==> src/hdl/hsvrgb_pkg.sv <==
// Shared constants and types for the HSV to RGB converter.
package hsvrgb_pkg;

    localparam int HUE_W          = 15;
    localparam int POS_W          = 13;
    localparam int WEIGHT_W       = 12;
    localparam int CHAN_W         = 8;
    localparam int DIVISOR        = 15;
    localparam int DIV_SHIFT      = 8;

    localparam logic [HUE_W-1:0] SECTOR_UNITS    = 15'd3840;
    localparam logic [HUE_W-1:0] TWO_SECTORS     = 15'd7680;
    localparam logic [HUE_W-1:0] THREE_SECTORS   = 15'd11520;
    localparam logic [HUE_W-1:0] FOUR_SECTORS    = 15'd15360;
    localparam logic [HUE_W-1:0] FIVE_SECTORS    = 15'd19200;
    localparam logic [HUE_W-1:0] FULL_TURN_UNITS = 15'd23040;

    typedef enum logic {
        ACT_HSV   = 1'b0,
        ACT_RATIO = 1'b1
    } t_action;

    typedef enum logic [2:0] {
        SEC_RED_YELLOW   = 3'd0,
        SEC_YELLOW_GREEN = 3'd1,
        SEC_GREEN_CYAN   = 3'd2,
        SEC_CYAN_BLUE    = 3'd3,
        SEC_BLUE_MAGENTA = 3'd4,
        SEC_MAGENTA_RED  = 3'd5,
        SEC_NONE         = 3'd6
    } t_sector;

endpackage

==> src/hdl/hsv_to_rgb_converter_top.sv <==
// HSV to RGB converter: eight-stage pipeline, one colour per clock.
// A request is taken whenever start is high; busy never rises.
// The result strobe o_valid is the last bit of the valid shift register and marks the output registers.
// The chroma, second-component and divide-by-fifteen multipliers each have registered outputs.
// Synchronous active-low reset clears the valid pipeline only; requests in flight are dropped.
module hsv_to_rgb_converter_top #(
    parameter int FRAC_BITS = 15
) (
    input  logic                          i_clk,
    input  logic                          i_rst_n,
    input  logic                          start,
    output logic                          busy,
    input  logic                          i_action,
    input  logic [hsvrgb_pkg::HUE_W-1:0]  i_hue_degrees,
    input  logic [FRAC_BITS:0]            i_saturation_level,
    input  logic [FRAC_BITS:0]            i_brightness_level,
    input  logic [FRAC_BITS:0]            i_turn_fraction,
    output logic                          o_valid,
    output logic [7:0]                    o_red_out,
    output logic [7:0]                    o_green_out,
    output logic [7:0]                    o_blue_out
);
    import hsvrgb_pkg::*;

    localparam int FW      = FRAC_BITS + 1;
    localparam int CW      = 2 * FRAC_BITS + 1;
    localparam int QW      = 2 * FRAC_BITS + 4;
    localparam int PW      = CW + WEIGHT_W;
    localparam int RW      = FW + HUE_W;
    localparam int LATENCY = 8;
    localparam int DIV_LAT = 3;
    localparam logic [FW-1:0] ONE = {1'b1, {FRAC_BITS{1'b0}}};

    function automatic logic [CHAN_W-1:0] scale_channel(input logic [CW-1:0] acc);
        logic [CW+7:0] wide;
        wide = {acc, 8'b0} - (CW+8)'(acc);
        // The sum never exceeds one, so the scaled value never exceeds full scale.
        return wide[2*FRAC_BITS +: CHAN_W];
    endfunction

    logic [LATENCY-1:0] r_vld;

    logic [HUE_W-1:0]   r1_hue;
    logic [FW-1:0]      r1_sat;
    logic [FW-1:0]      r1_val;

    logic [CW-1:0]      r2_c;
    logic [FW-1:0]      r2_val;
    t_sector            r2_sec;
    logic [WEIGHT_W-1:0] r2_w;

    logic [QW-1:0]      r3_q;
    logic [CW-1:0]      r3_c;
    logic [CW-1:0]      r3_m;
    t_sector            r3_sec;

    logic [CW-1:0]      r_c_dly   [DIV_LAT];
    logic [CW-1:0]      r_m_dly   [DIV_LAT];
    t_sector            r_sec_dly [DIV_LAT];

    logic [CW-1:0]      r7_acc_r;
    logic [CW-1:0]      r7_acc_g;
    logic [CW-1:0]      r7_acc_b;

    logic [CHAN_W-1:0]  r_red;
    logic [CHAN_W-1:0]  r_green;
    logic [CHAN_W-1:0]  r_blue;

    logic               n_take;
    logic [FW-1:0]      n_sat;
    logic [FW-1:0]      n_val;
    logic [FW-1:0]      n_frac;
    logic [RW-1:0]      n_ratio_prod;
    logic [2*FW-1:0]    n_c_full;
    t_sector            n_sec;
    logic [POS_W-1:0]   n_pos;
    logic [WEIGHT_W-1:0] n_w;
    logic [PW-1:0]      n_x_prod;
    logic [CW-1:0]      n_m;
    logic [QW-4:0]      n_x;
    logic [CW-1:0]      n_x_c;
    logic [CW-1:0]      n_comp_r;
    logic [CW-1:0]      n_comp_g;
    logic [CW-1:0]      n_comp_b;

    assign busy   = 1'b0;
    assign n_take = start && !busy;

    // Stage 1: clamp and map a turn fraction onto the hue circle.
    always_comb begin
        n_sat        = (i_saturation_level > ONE) ? ONE : i_saturation_level;
        n_val        = (i_brightness_level > ONE) ? ONE : i_brightness_level;
        n_frac       = (i_turn_fraction > ONE) ? ONE : i_turn_fraction;
        n_ratio_prod = RW'(n_frac) * RW'(FULL_TURN_UNITS);
    end

    // Stage 2: chroma, sector and the weight of the second component.
    always_comb begin
        n_c_full = (2*FW)'(r1_val) * (2*FW)'(r1_sat);
        n_sec    = SEC_NONE;
        n_pos    = '0;
        if (r1_hue < SECTOR_UNITS) begin
            n_sec = SEC_RED_YELLOW;
            n_pos = POS_W'(r1_hue);
        end else if (r1_hue < TWO_SECTORS) begin
            n_sec = SEC_YELLOW_GREEN;
            n_pos = POS_W'(r1_hue);
        end else if (r1_hue < THREE_SECTORS) begin
            n_sec = SEC_GREEN_CYAN;
            n_pos = POS_W'(r1_hue - TWO_SECTORS);
        end else if (r1_hue < FOUR_SECTORS) begin
            n_sec = SEC_CYAN_BLUE;
            n_pos = POS_W'(r1_hue - TWO_SECTORS);
        end else if (r1_hue < FIVE_SECTORS) begin
            n_sec = SEC_BLUE_MAGENTA;
            n_pos = POS_W'(r1_hue - FOUR_SECTORS);
        end else if (r1_hue < FULL_TURN_UNITS) begin
            n_sec = SEC_MAGENTA_RED;
            n_pos = POS_W'(r1_hue - FOUR_SECTORS);
        end
        // The weight is one sector minus the distance from the sector boundary.
        if (n_pos >= POS_W'(SECTOR_UNITS)) begin
            n_w = WEIGHT_W'(POS_W'(TWO_SECTORS) - n_pos);
        end else begin
            n_w = WEIGHT_W'(n_pos);
        end
    end

    // Stage 3: scaled second component and the common offset.
    always_comb begin
        n_x_prod = PW'(r2_c) * PW'(r2_w);
        n_m      = {r2_val, {FRAC_BITS{1'b0}}} - r2_c;
    end

    hsvrgb_div15 #(
        .QW (QW)
    ) u_div15 (
        .i_clk  (i_clk),
        .i_num  (r3_q),
        .o_quot (n_x)
    );

    // Stage 7: place chroma and second component by sector, then add the offset.
    always_comb begin
        n_x_c    = CW'(n_x);
        n_comp_r = '0;
        n_comp_g = '0;
        n_comp_b = '0;
        case (r_sec_dly[DIV_LAT-1])
            SEC_RED_YELLOW: begin
                n_comp_r = r_c_dly[DIV_LAT-1];
                n_comp_g = n_x_c;
            end
            SEC_YELLOW_GREEN: begin
                n_comp_r = n_x_c;
                n_comp_g = r_c_dly[DIV_LAT-1];
            end
            SEC_GREEN_CYAN: begin
                n_comp_g = r_c_dly[DIV_LAT-1];
                n_comp_b = n_x_c;
            end
            SEC_CYAN_BLUE: begin
                n_comp_g = n_x_c;
                n_comp_b = r_c_dly[DIV_LAT-1];
            end
            SEC_BLUE_MAGENTA: begin
                n_comp_r = n_x_c;
                n_comp_b = r_c_dly[DIV_LAT-1];
            end
            SEC_MAGENTA_RED: begin
                n_comp_r = r_c_dly[DIV_LAT-1];
                n_comp_b = n_x_c;
            end
            default: begin
                n_comp_r = '0;
                n_comp_g = '0;
                n_comp_b = '0;
            end
        endcase
    end

    always_ff @(posedge i_clk) begin
        if (!i_rst_n) begin
            r_vld <= '0;
        end else begin
            r_vld <= {r_vld[LATENCY-2:0], n_take};
        end
    end

    always_ff @(posedge i_clk) begin
        if (i_action == ACT_RATIO) begin
            r1_hue <= n_ratio_prod[FRAC_BITS +: HUE_W];
            r1_sat <= ONE;
            r1_val <= ONE;
        end else begin
            r1_hue <= i_hue_degrees;
            r1_sat <= n_sat;
            r1_val <= n_val;
        end

        r2_c   <= n_c_full[CW-1:0];
        r2_val <= r1_val;
        r2_sec <= n_sec;
        r2_w   <= n_w;

        r3_q   <= n_x_prod[DIV_SHIFT +: QW];
        r3_c   <= r2_c;
        r3_m   <= n_m;
        r3_sec <= r2_sec;

        r_c_dly[0]   <= r3_c;
        r_m_dly[0]   <= r3_m;
        r_sec_dly[0] <= r3_sec;
        for (int i = 1; i < DIV_LAT; i++) begin
            r_c_dly[i]   <= r_c_dly[i-1];
            r_m_dly[i]   <= r_m_dly[i-1];
            r_sec_dly[i] <= r_sec_dly[i-1];
        end

        r7_acc_r <= n_comp_r + r_m_dly[DIV_LAT-1];
        r7_acc_g <= n_comp_g + r_m_dly[DIV_LAT-1];
        r7_acc_b <= n_comp_b + r_m_dly[DIV_LAT-1];

        r_red   <= scale_channel(r7_acc_r);
        r_green <= scale_channel(r7_acc_g);
        r_blue  <= scale_channel(r7_acc_b);
    end

    assign o_valid     = r_vld[LATENCY-1];
    assign o_red_out   = r_red;
    assign o_green_out = r_green;
    assign o_blue_out  = r_blue;

endmodule

==> src/hdl/hsvrgb_div15.sv <==
// Three-stage pipelined divider by fifteen using a split reciprocal multiply.
module hsvrgb_div15 #(
    parameter int QW = 34
) (
    input  logic          i_clk,
    input  logic [QW-1:0] i_num,
    output logic [QW-4:0] o_quot
);
    import hsvrgb_pkg::*;

    localparam int KW = QW - 3;
    localparam int LW = QW / 2;
    localparam int HW = QW - LW;
    localparam int SW = 2 * QW - 2;
    localparam int EW = QW - 2;
    localparam logic [QW:0]   ONE_SH = {1'b1, {QW{1'b0}}};
    localparam logic [KW-1:0] KVAL   = KW'(ONE_SH / DIVISOR);

    logic [HW+KW-1:0] r_prod_hi;
    logic [LW+KW-1:0] r_prod_lo;
    logic [QW-1:0]    r_num_a;
    logic [EW-1:0]    r_est;
    logic [QW-1:0]    r_num_b;
    logic [QW-4:0]    r_quot;

    logic [SW-1:0]    n_sum;
    logic [QW-1:0]    n_est_ext;
    logic [QW-1:0]    n_est_x15;
    logic [QW-1:0]    n_rem_full;
    logic [EW-1:0]    n_quot_full;

    // The estimate undershoots the true quotient by at most one.
    always_comb begin
        n_sum       = (SW'(r_prod_hi) << LW) + SW'(r_prod_lo);
        n_est_ext   = QW'(r_est);
        n_est_x15   = (n_est_ext << 4) - n_est_ext;
        n_rem_full  = r_num_b - n_est_x15;
        n_quot_full = r_est + EW'(n_rem_full[4:0] >= 5'(DIVISOR));
    end

    always_ff @(posedge i_clk) begin
        r_prod_hi <= HW'(i_num[QW-1:LW]) * KVAL;
        r_prod_lo <= LW'(i_num[LW-1:0]) * KVAL;
        r_num_a   <= i_num;
        r_est     <= n_sum[SW-1:QW];
        r_num_b   <= r_num_a;
        r_quot    <= n_quot_full[QW-4:0];
    end

    assign o_quot = r_quot;

endmodule
==> config.mk <==
export PLATFORM = sky130hd
export DESIGN_NAME = hsv_to_rgb_converter_top
export DESIGN_NICKNAME = d
export VERILOG_FILES = /design/src/hdl/hsvrgb_pkg.sv /design/src/hdl/hsv_to_rgb_converter_top.sv /design/src/hdl/hsvrgb_div15.sv
export SDC_FILE = /design/constraint.sdc
export NUM_CORES = 2
export LEC_CHECK = 0
export CAP_MARGIN = 20
export CORE_MARGIN = 2
export CORE_UTILIZATION = 40
export DETAILED_ROUTE_END_ITERATION = 7
export DONT_BUFFER_PORTS = 1
export GPL_TIMING_DRIVEN = 0
export PLACE_DENSITY = 0.65
export SLEW_MARGIN = 20
export SYNTH_ARGS = -nofsm -noshare
export SYNTH_HDL_FRONTEND = slang
export SYNTH_SLANG_ARGS = --single-unit
==> constraint.sdc <==
create_clock -name i_clk -period 6.44 [get_ports i_clk]
set_input_delay 1.288 -clock i_clk [delete_from_list [all_inputs] [get_ports i_clk]]
set_output_delay 1.288 -clock i_clk [all_outputs]
set_load 0.01 [all_outputs]
# --- Yosys cells after proc, flatten, opt, wreduce, memory -nomap -nowiden ---
# Memories as Yosys holds them, arrays and structs flattened.
# Index checks and enable logic that the tools add are counted.
totals:
  mem_bits_ro: 0
  memories: 3
  ramBits: 195
  latchBits: 0
  in_bits: 67
  ff_bits: 497
  out_inout_bits: 26
mem_list:
  columns: ["memory", "words", "width", "rd", "rd_ports_with_merged_regs", "wr", "line", "text"]
  rows:
  - ["r_c_dly", 3, 31, 3, 0, 3, "hsv_to_rgb_converter_top.sv:57", "logic [CW-1:0] r_c_dly [DIV_LAT];"]
  - ["r_m_dly", 3, 31, 3, 0, 3, "hsv_to_rgb_converter_top.sv:58", "logic [CW-1:0] r_m_dly [DIV_LAT];"]
  - ["r_sec_dly", 3, 3, 3, 0, 3, "hsv_to_rgb_converter_top.sv:59", "t_sector r_sec_dly [DIV_LAT];"]
op_classes:
  n_eq_ne: 5
  magnitude_cmp: 11
  n_div: 0
  add_sub_neg: 14
  n_mux: 17
  n_bitwise: 0
  n_reduce_logical: 11
  multipliers: 5
  shift: 0
op_table:
  columns: ["operator", "n"]
  rows:
  - ["$pmux W31 S2", 3]
  - ["$sub A38 B31 Y38", 3]
  - ["$add A31 B31 Y31", 3]
  - ["$mul A17 B29 Y46 const B", 2]
  - ["$mux W13", 6]
  - ["$add A65 B48 Y65", 1]
  - ["$gt A16 B16 Y1 const B", 3]
  - ["$mul A31 B12 Y42", 1]
  - ["$add A31 B1 Y31", 1]
  - ["$mul A16 B16 Y31", 1]
  - ["$sub A31 B31 Y31", 1]
  - ["$lt A15 B14 Y1 const B", 2]
  - ["$lt A15 B15 Y1 const B", 2]
  - ["$sub A13 B13 Y13 const B", 2]
  - ["$mul A16 B6 Y21 const B", 1]
  - ["$reduce_or A2 Y1", 9]
  - ["$mux W16", 1]
  - ["$lt A15 B12 Y1 const B", 1]
  - ["$lt A15 B13 Y1 const B", 1]
  - ["$mux W15", 1]
  - ["$ge A13 B12 Y1 const B", 1]
  - ["$mux W12", 1]
  - ["$sub A12 B12 Y12 const A", 1]
  - ["$sub A5 B5 Y5", 2]
  - ["8 further kinds", 13]

# --- Depth between registers and ports, before layout ---
logic_depth:
  word_depth: 9
  mapped_depth: 25

# --- Modules after synthesis ---
# Synthesis repeated with hierarchy kept, for this count alone.
unflattened:
  cells_unflattened: 5456
  hier_area_um2: 51489.4
by_module_without_submodules:
  columns: ["module", "seq_area_each_um2", "n_inst", "area_per_inst_um2", "cells_each"]
  rows:
  - ["hsv_to_rgb_converter_top", 10490.1, 1, 41016.8, 4362]
  - ["hsvrgb_div15", 2942.8, 1, 10472.5, 1094]

# --- Least setup slack after synthesis ---
# Ideal clock, no wire load.
synth_path:
  path_kind: "register -> register"
  from: "register r1_val[10]"
  to: "register r2_c[29]"
  stages_incl_launch_ff: 22
  setup_time_ns: 0.122
  setup_slack_ns: 0.462
  required_time_ns: 6.318
  t_arrival_ns: 5.856
  synth_period_minus_slack_ns: 5.978
  n_path_buf: 1
  cell_sequence: "dfxtp_1 > clkbuf_1 > nand2_1 > fa_1 > fa_1 > fa_1 > fa_1 > inv_1 > fa_1 > inv_1 > fa_1 > inv_1 > ha_1 > and4_1 > nand3_1 > nor3_1 > nand3b_1 > o21ai_0 > nor2_1 > o31ai_1 > a21oi_1 > a311o_1"
synth_between:
  elab_chain_cells: 1
synth_lines:
  columns: ["item", "line", "text"]
  rows:
  - ["from (decl)", "hsv_to_rgb_converter_top.sv:45", "logic [FW-1:0] r1_val;"]
  - ["from (signal assigned)", "hsv_to_rgb_converter_top.sv:198", "r1_val <= n_val;"]
  - ["$mul A16 B16 Y31", "hsv_to_rgb_converter_top.sv:99", "n_c_full = (2*FW)'(r1_val) * (2*FW)'(r1_sat);"]
  - ["named net n_c_full[29]", "hsv_to_rgb_converter_top.sv:74", "logic [2*FW-1:0] n_c_full;"]
  - ["to (signal assigned)", "hsv_to_rgb_converter_top.sv:201", "r2_c <= n_c_full[CW-1:0];"]
  - ["to (decl)", "hsv_to_rgb_converter_top.sv:47", "logic [CW-1:0] r2_c;"]
# The timed path passes the listed nets, and every way through them passes these cells.
# A chain may end at the register's enable or synchronous reset.

# --- Worst setup path after layout ---
layout_path:
  from: "register r1_val[9]"
  to: "register r2_c[29]"
# The elaborated chain is that of the path after synthesis.

==> run metrics <==
status=complete, no violations; DR DRC count=0; antenna violations before repair=11; Final nets=6539; wire length of the first global-routing pass=196000 um; 1st-iter DRT viols=2328; layout filler cell count=12000; Sum Neg Setup Slack=0 ps; Post-synth EDFFs=0; Setup crit start kind=flip-flop; final hold viol count=0; Final setup viols=0; clock slew seen by the registers of the worst setup and hold paths=60 ps; CTS Sinks=671; crit path max fanout=10; synthesized cell area=50500 sq um; Top FF cell, synth=dfxtp_1; slew margin rel.=30.3%; Adder-Cell Fraction of Synth Area=36.7%; Overflow after GRT=0; WP data required=6960 ps; Data arrival, critical path=6810 ps; final WL=124000 um; total CTS buffers=73; worst setup margin=153 ps; Mapped Nets=6463; Seq/Total Area, Yosys=26.6%; Post-Synth Simple-Gate Area=13.0%; detailed placer's ending HPWL=102000 um; synthesis-to-finish area growth=10.3%; share of layout cells above drive strength 1=6.07%; xor and xnor area share after synthesis=5.62%; Core ar.=125000 sq um; Die ar.=129000 sq um; CP Capture Type=flip-flop; post-layout min period=6290 ps; Port Buffers=0; Max Clk Rate=0.159 GHz; antenna-violating nets left=0; critical path class=reg2reg; WL per Instance=17.6 um; I/O pin total=93; routed vias/inst=5.09; Synth Area in Compound Gates=10.5%; fin crit share=97.6%; Post-synth ARST share=0%; top cells by count, synth=inv_1, dfxtp_1, ha_1; Cell Rows=130; synth unique cells=88; Pins Over Slew Limit=0; Clk Latency, worst-skew pair=660 ps; largest net degree at the start of global routing=17; Setup Skew=33.7 ps; Synth top area share=26.6%; CTS root buffer=clkbuf_16; Final Wtd Congestion=0.957; die span in y=359 um; number of H-tree levels=3; Hold Crit Class=reg2reg; Least-Margin Pin Slew=1020 ps; die width=359 um; CTS tree=yes; pre-CTS WS=-1070 ps; syn_area_per_cell=9.63 sq um; Cells after Synth=5246; buffer depth of the longest clock path=3; via count=35800; leading area contributor after synthesis=dfxtp_1; Area contributors post-synth=dfxtp_1, fa_1, ha_1; Initial Util=40.3%; largest family of logic cells by synthesized area=adder cells; Tot GR Track Use=19.1%; YS warnings=0; first-pass detailed-route iteration total=6; Yosys reg bits=671; cts hold-fix bufs=0; Max-Cap Viols=0; mux cell area share after synthesis=0.389%; count leader, synth=inv_1; vias in the first global route=36600
[final cells by class]
class	instances	area, sq um	area share (%)
diodes	3	7.51	0.0135
multi-input cells	3613	33500	60.2
repair buffers	5	37.5	0.0674
clock inverters	41	673	1.21
plain buffers	146	763	1.37
well taps	1650	2060	3.71
clock buffers	95	2050	3.68
inverters	812	3050	5.47
flip-flops and latches	671	13500	24.3
[path summary, 6_finish.rpt]
path                 start             end  slack, ps  cells past startpoint
min          r_c_dly[0][6]  r_c_dly[0][37]        310                      0
max reg2reg      r1_val[9]        r2_c[29]        150                     18
min reg2reg  r_c_dly[0][6]  r_c_dly[0][37]        310                      0
max              r1_val[9]        r2_c[29]        150                     18
[cells in the final DEF (no fill, tap or decap), drive strengths merged, types with 89 or more instances in the layout]
| cell | Yosys | final |
|---|---|---|
| a21oi | 205 | 205 |
| nor2 | 175 | 175 |
| clkbuf | 145 | 219 |
| a21o | 124 | 124 |
| inv | 812 | 818 |
| fa | 554 | 554 |
| a22o | 89 | 89 |
| and2 | 271 | 271 |
| nand2 | 548 | 548 |
| dfxtp | 671 | 671 |
| xnor2 | 237 | 237 |
| ha | 596 | 596 |
| o21ai | 118 | 118 |
[stage by stage]
stage | hold WS (ps) | util, % | cell area, sq um | cells
2_1_floorplan | 310 | - | 50500 | 5246
3_3_place_gp | 310 | 41.9 | 52600 | 6896
3_5_place_dp | 312 | 41.9 | 52600 | 6896
4_1_cts | 313 | 44.2 | 55500 | 7030
5_1_grt | 325 | 44.4 | 55700 | 7033
6_report | 306 | 44.4 | 55700 | 7036
[timing repair]
action	CTS	global route
cloned	0	0
resized for setup	116	146
endpoints found under the setup margin	30	16
pin swaps	0	6
setup buffers	0	5
[logic make-up (layout without fill, tap and decap cells)]
| family | Yosys count | in the layout |
|---|---|---|
| adder cells (fa/ha/maj) | 1150 | 1150 |
| XOR/XNOR | 324 | 324 |
| AND/OR/NAND/NOR | 1341 | 1341 |
| buffers and inverters | 962 | 1099 |
| flip-flops | 671 | 671 |
| other | 1 | 4 |
| multiplexers | 18 | 18 |
| AO/OA/AOI/OAI | 779 | 779 |
[metal layers]
metal / vias up / GRT usage [%] / wire length [um]
li1: 17200 / - / -
met1: 17500 / 25.0 / 54400
met2: 971 / 32.1 / 57700
met3: 229 / 2.79 / 7030
met4: 6 / 7.01 / 4760
met5: - / 0 / 43
[critical path: stages, from the launching register on]
cell	delay [ps]
dfxtp_4	450
buf_6	190
nand2_1	90
fa_1	570
inv_1	60
fa_1	550
fa_1	440
fa_1	510
fa_1	550
inv_1	50
fa_1	530
inv_1	40
ha_1	350
and3_1	250
and4_1	250
a221o_1	410
o31ai_4	350
a21oi_2	120
a311o_1	390
[state kept, by name, summed over array words and instances (netlist names), 8 cells and up]
signal and count:
r2_w 12, r1_hue 15, r_m_dly 90, r2_val 16
r3_m 31, u_div15.r_est 31, r7_acc_r 31, r_sec_dly 9
r_c_dly 93, r3_c 30, r1_sat 16, r2_c 31
o_red_out 8, r_vld 8, r3_q 34, u_div15.r_prod_lo 29
u_div15.r_prod_hi 46, r7_acc_g 31, r1_val 16, o_green_out 8
r7_acc_b 31, o_blue_out 8, u_div15.o_quot 31
Power is not shown: default switching activity piles up to over one toggle a cycle in this logic, so the estimate is an artifact.
